`src/hw/rtl/gcxt_pkg.sv`:
```
// Shared types, constants and helpers for the great-circle cross-track block.
// Depends on nothing; every other file of the block imports it.
package gcxt_pkg;

  // Iteration counts of the CORDIC and square-root chains.
  localparam int CORDIC_STEPS = 30;
  localparam int SQRT_STEPS   = 31;

  // Latencies in register stages of the sub-units.
  localparam int SC_LAT = CORDIC_STEPS + 1;
  localparam int AT_LAT = CORDIC_STEPS + 4;
  localparam int SQ_LAT = SQRT_STEPS;

  localparam int ANGLE_BITS_DEF = 32;
  localparam int RADIUS_W       = 24;
  localparam logic [RADIUS_W-1:0] RADIUS_RST = 24'd6373000;
  localparam int XT_W           = 29;

  // Q30 datapath word, CORDIC vectoring word, square-root words.
  localparam int Q_W     = 34;
  localparam int AT_W    = 36;
  localparam int SQ_W    = 63;
  localparam int SQ_IN_W = 61;
  localparam int ROOT_W  = 31;

  typedef logic signed [Q_W-1:0] q_t;
  typedef logic [31:0] ang_t;

  // Tag that rides along the vectoring chain.
  typedef struct packed {
    logic base;
    logic zero;
  } at_tag_t;

  localparam q_t CORDIC_K = 34'sh0_26DD_3B6A;
  localparam q_t Q30_ONE  = 34'sd1073741824;
  localparam logic signed [31:0] HALF_PI     = 32'sh4000_0000;
  localparam logic signed [31:0] NEG_HALF_PI = -32'sh4000_0000;
  localparam logic [27:0] PI_Q26 = 28'd210828714;
  localparam logic signed [XT_W-1:0] XT_MAX = 29'sd268435455;
  localparam logic signed [XT_W-1:0] XT_MIN = -29'sd268435456;

  // Arctangent of 2^-i as a binary angle.
  localparam logic signed [31:0] ATAN_TAB [CORDIC_STEPS] = '{
    32'sh2000_0000, 32'sh12E4_051E, 32'sh09FB_385B, 32'sh0511_11D4, 32'sh028B_0D43,
    32'sh0145_D7E1, 32'sh00A2_F61E, 32'sh0051_7C55, 32'sh0028_BE53, 32'sh0014_5F2F,
    32'sh000A_2F98, 32'sh0005_17CC, 32'sh0002_8BE6, 32'sh0001_45F3, 32'sh0000_A2FA,
    32'sh0000_517D, 32'sh0000_28BE, 32'sh0000_145F, 32'sh0000_0A30, 32'sh0000_0518,
    32'sh0000_028C, 32'sh0000_0146, 32'sh0000_00A3, 32'sh0000_0051, 32'sh0000_0029,
    32'sh0000_0014, 32'sh0000_000A, 32'sh0000_0005, 32'sh0000_0003, 32'sh0000_0001
  };

  // Q30 product, rounded half up.
  function automatic q_t mulq(q_t a, q_t b);
    logic signed [2*Q_W-1:0] prod;
    prod = a * b + 68'sd536870912;
    return q_t'(prod >>> 30);
  endfunction

endpackage

```
`src/hw/rtl/gcxt_sqrt_cell.sv`:
```
// One digit step of the integer square root, registered.
// Depends on gcxt_pkg for word widths.
module gcxt_sqrt_cell import gcxt_pkg::*; #(
  parameter int K = 0
) (
  input  logic            clk,
  input  logic            en,
  input  logic [SQ_W-1:0] v_i,
  input  logic [SQ_W-1:0] r_i,
  output logic [SQ_W-1:0] v_o,
  output logic [SQ_W-1:0] r_o
);

  localparam logic [SQ_W-1:0] BIT = SQ_W'(1) << (2 * K);

  logic [SQ_W-1:0] v_r, r_r, trial;

  assign trial = r_i + BIT;

  // Take the digit when the trial value fits into the remainder.
  always_ff @(posedge clk) begin
    if (en) begin
      if (v_i >= trial) begin
        v_r <= v_i - trial;
        r_r <= (r_i >> 1) + BIT;
      end else begin
        v_r <= v_i;
        r_r <= r_i >> 1;
      end
    end
  end

  assign v_o = v_r;
  assign r_o = r_r;

endmodule

```
`src/hw/rtl/gcxt_isqrt.sv`:
```
// Pipelined floor square root, one result bit per registered cell.
// Depends on gcxt_pkg and gcxt_sqrt_cell.
module gcxt_isqrt import gcxt_pkg::*; (
  input  logic               clk,
  input  logic               en,
  input  logic [SQ_IN_W-1:0] v_i,
  output logic [ROOT_W-1:0]  root_o
);

  logic [SQ_W-1:0] vs [SQRT_STEPS+1];
  logic [SQ_W-1:0] rs [SQRT_STEPS+1];

  assign vs[0] = SQ_W'(v_i);
  assign rs[0] = '0;

  // Digits from the top pair of bits down to the bottom pair.
  for (genvar j = 0; j < SQRT_STEPS; j++) begin : g_step
    gcxt_sqrt_cell #(.K(SQRT_STEPS - 1 - j)) u_cell (
      .clk(clk), .en(en),
      .v_i(vs[j]), .r_i(rs[j]),
      .v_o(vs[j+1]), .r_o(rs[j+1])
    );
  end

  assign root_o = rs[SQRT_STEPS][ROOT_W-1:0];

endmodule

```
`config.mk`:
```
export PLATFORM = sky130hd
export DESIGN_NAME = gcxt_isqrt
export DESIGN_NICKNAME = d
export VERILOG_FILES = /design/src/hw/rtl/gcxt_pkg.sv /design/src/hw/rtl/gcxt_sqrt_cell.sv /design/src/hw/rtl/gcxt_isqrt.sv
export SDC_FILE = /design/constraint.sdc
export NUM_CORES = 2
export LEC_CHECK = 0
export BUFFER_PORTS_ARGS = -buffer_cell sky130_fd_sc_hd__clkbuf_2
export CAP_MARGIN = 20
export CORE_AREA = 2 2 458 460
export DETAILED_ROUTE_END_ITERATION = 10
export DIE_AREA = 0 0 460 462
export GPL_ROUTABILITY_DRIVEN = 0
export PLACE_DENSITY_LB_ADDON = 0.25
export SYNTH_ARGS = -nofsm -noshare
export SYNTH_HDL_FRONTEND = slang
export SYNTH_SLANG_ARGS = --single-unit
```
`constraint.sdc`:
```
create_clock -name clk -period 4.9 [get_ports clk]
set_input_delay 0.245 -clock clk [delete_from_list [all_inputs] [get_ports clk]]
set_output_delay 0.245 -clock clk [all_outputs]
set_load 0.02 [all_outputs]
```
# Word-level counts from Yosys, hierarchy flattened
# Cells that the tools add are included.
[classes]
add_sub_neg = 90
mux = 61
n_lt_le_gt_ge = 31
[ops]
columns = ["operator", "count"]
rows = [
  ["63-bit greater-or-equal comparator", 30],
  ["63-bit two-way mux", 29],
  ["63-bit subtractor", 29],
  ["62-bit two-way mux", 29],
  ["61-bit two-way mux", 2],
  ["62-bit by 11-bit adder with 63-bit output (second input constant)", 1],
  ["62-bit by 13-bit adder with 63-bit output (second input constant)", 1],
  ["62-bit by 15-bit adder with 63-bit output (second input constant)", 1],
  ["62-bit by 17-bit adder with 63-bit output (second input constant)", 1],
  ["62-bit by 19-bit adder with 63-bit output (second input constant)", 1],
  ["62-bit by 21-bit adder with 63-bit output (second input constant)", 1],
  ["62-bit by 23-bit adder with 63-bit output (second input constant)", 1],
  ["62-bit by 25-bit adder with 63-bit output (second input constant)", 1],
  ["62-bit by 27-bit adder with 63-bit output (second input constant)", 1],
  ["62-bit by 29-bit adder with 63-bit output (second input constant)", 1],
  ["62-bit by 3-bit adder with 63-bit output (second input constant)", 1],
  ["62-bit by 31-bit adder with 63-bit output (second input constant)", 1],
  ["62-bit by 33-bit adder with 63-bit output (second input constant)", 1],
  ["62-bit by 35-bit adder with 63-bit output (second input constant)", 1],
  ["62-bit by 37-bit adder with 63-bit output (second input constant)", 1],
  ["62-bit by 39-bit adder with 63-bit output (second input constant)", 1],
  ["62-bit by 41-bit adder with 63-bit output (second input constant)", 1],
  ["62-bit by 43-bit adder with 63-bit output (second input constant)", 1],
  ["62-bit by 45-bit adder with 63-bit output (second input constant)", 1],
  ["44 further kinds", 44],
]
[word_totals]
ff_bits = 3810
output_inout_bits = 31
inputBits = 63
wordCells = 273

# Logic depth before layout (Yosys ltp)
[depth]
word_depth = 3
depth_mapped = 16
ltp_nobuf = 14

# Modules after synthesis
# A second synthesis with hierarchy kept.
[hier_totals]
hier_cells = 32842
area_unflattened_um2 = 299473.5
[modules_own_cells]
columns = ["module", "instances", "area_per_inst_um2", "seq_area_each_um2", "cells_per_inst"]
rows = [
  ["gcxt_sqrt_cell (g_step[30].u_cell)", 1, 10953.0, 3783.6, 1257],
  ["gcxt_sqrt_cell (g_step[28].u_cell)", 1, 10684.0, 3783.6, 1193],
  ["gcxt_sqrt_cell (g_step[26].u_cell)", 1, 10667.7, 3783.6, 1211],
  ["gcxt_sqrt_cell (g_step[27].u_cell)", 1, 10528.8, 3783.6, 1201],
  ["gcxt_sqrt_cell (g_step[29].u_cell)", 1, 10510.1, 3783.6, 1211],
  ["gcxt_sqrt_cell (g_step[24].u_cell)", 1, 10472.5, 3783.6, 1188],
  ["gcxt_sqrt_cell (g_step[25].u_cell)", 1, 10352.4, 3783.6, 1177],
  ["gcxt_sqrt_cell (g_step[23].u_cell)", 1, 10133.5, 3783.6, 1131],
  ["gcxt_sqrt_cell (g_step[20].u_cell)", 1, 10116.0, 3783.6, 1125],
  ["gcxt_sqrt_cell (g_step[19].u_cell)", 1, 10035.9, 3783.6, 1125],
  ["gcxt_sqrt_cell (g_step[21].u_cell)", 1, 9973.3, 3783.6, 1117],
  ["gcxt_sqrt_cell (g_step[15].u_cell)", 1, 9949.5, 3783.6, 1095],
  ["gcxt_sqrt_cell (g_step[18].u_cell)", 1, 9937.0, 3783.6, 1093],
  ["gcxt_sqrt_cell (g_step[22].u_cell)", 1, 9934.5, 3783.6, 1112],
  ["18 more rows", "n/a", "n/a", "n/a", "n/a"],
]

# Least setup slack after synthesis
# OpenSTA, ideal clock, no wires.
[synth_path]
path_type = "flip-flop to flip-flop"
from = "register g_step[27].u_cell.v_r[46]"
to = "register g_step[28].u_cell.v_r[62] (data pin)"
period_less_slack_ps = 3670
n_path_buf = 2
stages_incl_launch_ff = 13
t_arrival_ps = 3404
t_required_ps = 4634
setup_time_ps = 266
setup_slack_ps = 1230
cell_sequence = "edfxtp_1 > or4_4 > or4_4 > or4_1 > buf_2 > or3_1 > or3_4 > and2_4 > a21o_4 > nand3b_4 > buf_6 > nor3_1 > xor2_1"
[synth_via]
elab_chain_cells = 2
elab_cells_between_ends = 3
classes_between = "add/sub: 1; order compare: 1; mux: 1"
[synth_lines]
columns = ["item", "line", "source"]
rows = [
  ["start: declaration", "gcxt_sqrt_cell.sv:16", "logic [SQ_W-1:0] v_r, r_r, trial;"],
  ["start signal: assignment", "gcxt_sqrt_cell.sv:24", "v_r <= v_i - trial;"],
  ["start signal: assignment", "gcxt_sqrt_cell.sv:27", "v_r <= v_i;"],
  ["63-bit subtractor / 63-bit greater-or-equal comparator (equally long branches)", "gcxt_sqrt_cell.sv:24, gcxt_sqrt_cell.sv:23", ""],
  ["63-bit two-way mux *", "gcxt_sqrt_cell.sv:23", "if (v_i >= trial) begin"],
  ["end signal: assignment", "gcxt_sqrt_cell.sv:24", ""],
  ["end signal: assignment", "gcxt_sqrt_cell.sv:27", ""],
  ["end: declaration", "gcxt_sqrt_cell.sv:16", ""],
]
# Every way passes the cells marked *; elsewhere a longest branch is shown, timed or not.
# A chain may end at the register's enable or synchronous reset.

# Worst setup path in the final report
[layout_path]
from = "register g_step[22].u_cell.v_r[16]"
to = "register g_step[23].u_cell.v_r[61] (data pin)"
[layout_via]
elab_chain_cells = 2
elab_cells_between_ends = 3
classes_between = "add/sub: 1; order compare: 1; mux: 1"
[layout_lines]
columns = ["item", "line"]
rows = [
  ["start: declaration", "gcxt_sqrt_cell.sv:16"],
  ["start signal: assignment", "gcxt_sqrt_cell.sv:24"],
  ["start signal: assignment", "gcxt_sqrt_cell.sv:27"],
  ["63-bit subtractor / 63-bit greater-or-equal comparator (equally long branches)", "gcxt_sqrt_cell.sv:24, gcxt_sqrt_cell.sv:23"],
  ["63-bit two-way mux *", "gcxt_sqrt_cell.sv:23"],
  ["end signal: assignment", "gcxt_sqrt_cell.sv:24"],
  ["end signal: assignment", "gcxt_sqrt_cell.sv:27"],
  ["end: declaration", "gcxt_sqrt_cell.sv:16"],
]
# Marks and branches as above.

==> flow_metrics.env <==
export IMPL_status="complete, no violations"
export IMPL_worst_r2r_path_depth=12
export IMPL_vias=73500
export IMPL_numClockSinks=2385
export IMPL_post_cts_buffers=0
export IMPL_path_max_fanout=13
export IMPL_worst_pin_slew_ns=1.13
export IMPL_path_class="reg -> reg"
export IMPL_fin_tns_setup_ns=0
export IMPL_syn_area_mm2=0.114
export IMPL_clkLatencyLatePin_ns=0.95
export IMPL_hold_path_class="in -> reg"
export IMPL_p_leak_nw=47.7
export IMPL_synth_edf_count=2385
export IMPL_syn_instance_count=9022
export IMPL_p_total_w=0.0581
export IMPL_finalCritPeriodShare=0.875
export IMPL_slew_limit_headroom=0.241
export IMPL_clock_skew_ns=0.106
export IMPL_layout_drive_gt1_share=0.0702
export IMPL_use_met3=0.0417
export IMPL_area_growth_pct=11.7
export IMPL_antenna_found_initial=17
export IMPL_ir_worst_vdd_mv=0.416
export IMPL_htreeDepth=4
export IMPL_path_cells="ha_1 > o21a_1 > nor4_1 > o31ai_1 > a31oi_1 > a211oi_1 > a21oi_4 > a2111oi_0 > buf_4 > nand2_1 > nor4_1 > xor2_1"
export IMPL_drt_wl_total_mm=265
export IMPL_synth_main_ff_cell="edfxtp_1"
export IMPL_fin_crit_ns=4.29
export IMPL_worstPathArrival_ns=4.88
export IMPL_setup_viol=0
export IMPL_worst_path_most_repeated_cell="nor4_1"
export IMPL_yosysMostFrequentCell="edfxtp_1"
export IMPL_synth_cell_types=92
export IMPL_grt_setup_unrepaired="no"
export IMPL_min_to="g_step[0].u_cell.v_o[57]"
export IMPL_cp_end_kind="flop"
export IMPL_cp_start_kind="flop"
export IMPL_die_width_um=460
export IMPL_dieArea_mm2=0.213
export IMPL_met1_usage=0.319
export IMPL_slowest_delay_ns=0.72
export IMPL_critPathRequiredTime_ns=5.49
export IMPL_path_clk_slew_ns=0.06
export IMPL_synth_area_leaders="edfxtp_1, ha_1, xor2_1, xnor2_1, o21ai_0"
export IMPL_grt_use_total=0.246
export IMPL_cts_tree="built"
export IMPL_whs_path_depth=2
export IMPL_r2r_end="g_step[23].u_cell.v_o[61]"
export IMPL_crit_path_top_delay_cell="a211oi_1"
export IMPL_grt_pass1_wl_mm=406
export IMPL_drc=0
export IMPL_ios=94
export IMPL_grt_overflow_total=0
export IMPL_globalRouteMet2Util=0.425
export IMPL_rrSetupSlack_ns=0.61
export IMPL_hp_start="v_i[57]"
export IMPL_grt_start_max_net_pins=199
export IMPL_finish_utilization=0.611
export IMPL_first_pass_iters=8
export IMPL_nNetsFinal=9963
export IMPL_cts_root_buf="clkbuf_16"
export IMPL_synth_area_per_cell_um2=12.6
export IMPL_grt_busiest_layer="met2"
export IMPL_dp_hpwl_mm=193
export IMPL_core_area_mm2=0.208
export IMPL_slew_viol_final=0
export IMPL_async_reset_ff_frac=0
export IMPL_hold_viol_final=0
export IMPL_fmax_ghz=0.233
export IMPL_drt_iter0_drc=8153
export IMPL_grt_pass1_vias=71100
export IMPL_synth_top_cells_by_count="edfxtp_1, nand2_1, inv_1, ha_1, nor2_1"
export IMPL_ys_seq_elements=2385
export IMPL_wl_per_cell_um=21.5
export IMPL_vias_per_cell=5.98
export IMPL_synth_top_area_cell="edfxtp_1"
export IMPL_rows=168
export IMPL_ys_seq_area_frac=0.630
export IMPL_r2r_start="g_step[22].u_cell.v_o[16]"
export IMPL_postRouteAntennaNets=0
export IMPL_io_buffer_count=93
export IMPL_ys_warn_count=0
export IMPL_synth_top_area_frac=0.630
export IMPL_die_y_um=462
export IMPL_cts_path_max_buffers=3
export IMPL_initial_utilization=0.547
export IMPL_cts_buffers=235
export IMPL_power_density_mw_per_mm2=458
export IMPL_drv_cap=0
[layer usage]
layer  vias to the layer above  share of wire
met5                         -        0.00057
met4                        18          0.025
met3                       448          0.067
met2                      2626           0.50
met1                     36000           0.41
li1                      34500              -
[kinds of logic (layout without fill, tap and decap cells)]
family	Yosys count	count (layout)	share of synthesized area
AO/OA/AOI/OAI	1662	1662	0.0904
multiplexers	71	71	0.00691
flip-flops	2385	2385	0.630
adder cells (fa/ha/maj)	523	523	0.0575
AND/OR/NAND/NOR	2703	2703	0.123
XOR/XNOR	845	845	0.0651
buffers and inverters	832	1392	0.0277
other	1	4	0.0000330
[worst max-delay path, delay by kind of cell, from the launching register on]
kind                     cells  cell delay [ns]
adder cells (fa/ha/maj)      1             0.36
flip-flops                   1             0.40
buffers and inverters        1             0.19
XOR/XNOR                     1             0.12
AO/OA/AOI/OAI                6             2.37
AND/OR/NAND/NOR              3             0.59
[worst max-delay path by stage]
| stage | startpoint | endpoint | slack (ns) | cells after the start |
|---|---|---|---|---|
| floorplan | g_step[27].u_cell.v_o[46] | g_step[28].u_cell.v_o[62] | 1.23 | 12 |
| global placement | g_step[22].u_cell.v_o[16] | g_step[23].u_cell.v_o[47] | 0.81 | 12 |
| detailed placement | g_step[22].u_cell.v_o[16] | g_step[23].u_cell.v_o[61] | 0.72 | 12 |
| CTS | g_step[22].u_cell.v_o[16] | g_step[23].u_cell.v_o[61] | 0.68 | 12 |
| global route | g_step[22].u_cell.v_o[16] | g_step[23].u_cell.v_o[61] | 0.28 | 12 |
| finish | g_step[22].u_cell.v_o[16] | g_step[23].u_cell.v_o[61] | 0.61 | 12 |
[cell type report]
cell class	instances	area (um^2)
flip-flops and latches	2385	71600
fillers	15700	81100
well taps	2720	3400
clock buffers	273	6020
inverters	651	2440
diodes	2	5.00
multi-input cells	5806	39100
clock inverters	170	1960
repair buffers	298	2530
[metrics by stage]
| stage | worst slack [ns] | hold WS (ns) | area, um^2 | cells |
|---|---|---|---|---|
| 2_1_floorplan | 1.23 | 0.344 | 114000 | 9023 |
| 3_3_place_gp | 0.812 | 0.424 | 118000 | 11700 |
| 3_5_place_dp | 0.724 | 0.424 | 118000 | 11700 |
| 4_1_cts | 0.680 | 0.00222 | 127000 | 12300 |
| 5_1_grt | 0.281 | 0.0433 | 127000 | 12300 |
| 6_report | 0.611 | 0.0624 | 127000 | 12300 |
[placed cells by master, fill, tap and decap left out, drive strengths merged, types with 141 or more instances in the layout]
cell    instances
a21o          218
nor3          296
nand2         649
xor2          439
inv           649
nor4          316
xnor2         406
edfxtp       2385
clkbuf        366
nand4         141
nand3         150
ha            523
o21ai         508
nor2          512
a21oi         466
[timing repair]
action | CTS | global route
hold buffers | 121 | 0
resized for setup | 0 | 0
hold endpoints to repair | 98 | 0
[flip-flops by register name, indices dropped and copies added (netlist names)]
name,flops
g_step.u_cell.r_o,496
g_step.u_cell.v_o,1889
[power breakdown]
part	switching, W	leakage (nW)	internal (W)	total (W)
clock network	0.00796	3.83	0.0105	0.0185
logic	0.00691	20.9	0.00483	0.0117
registers	0.00213	22.9	0.0258	0.0279
No activity file was read; power rests on OpenSTA's default activity.
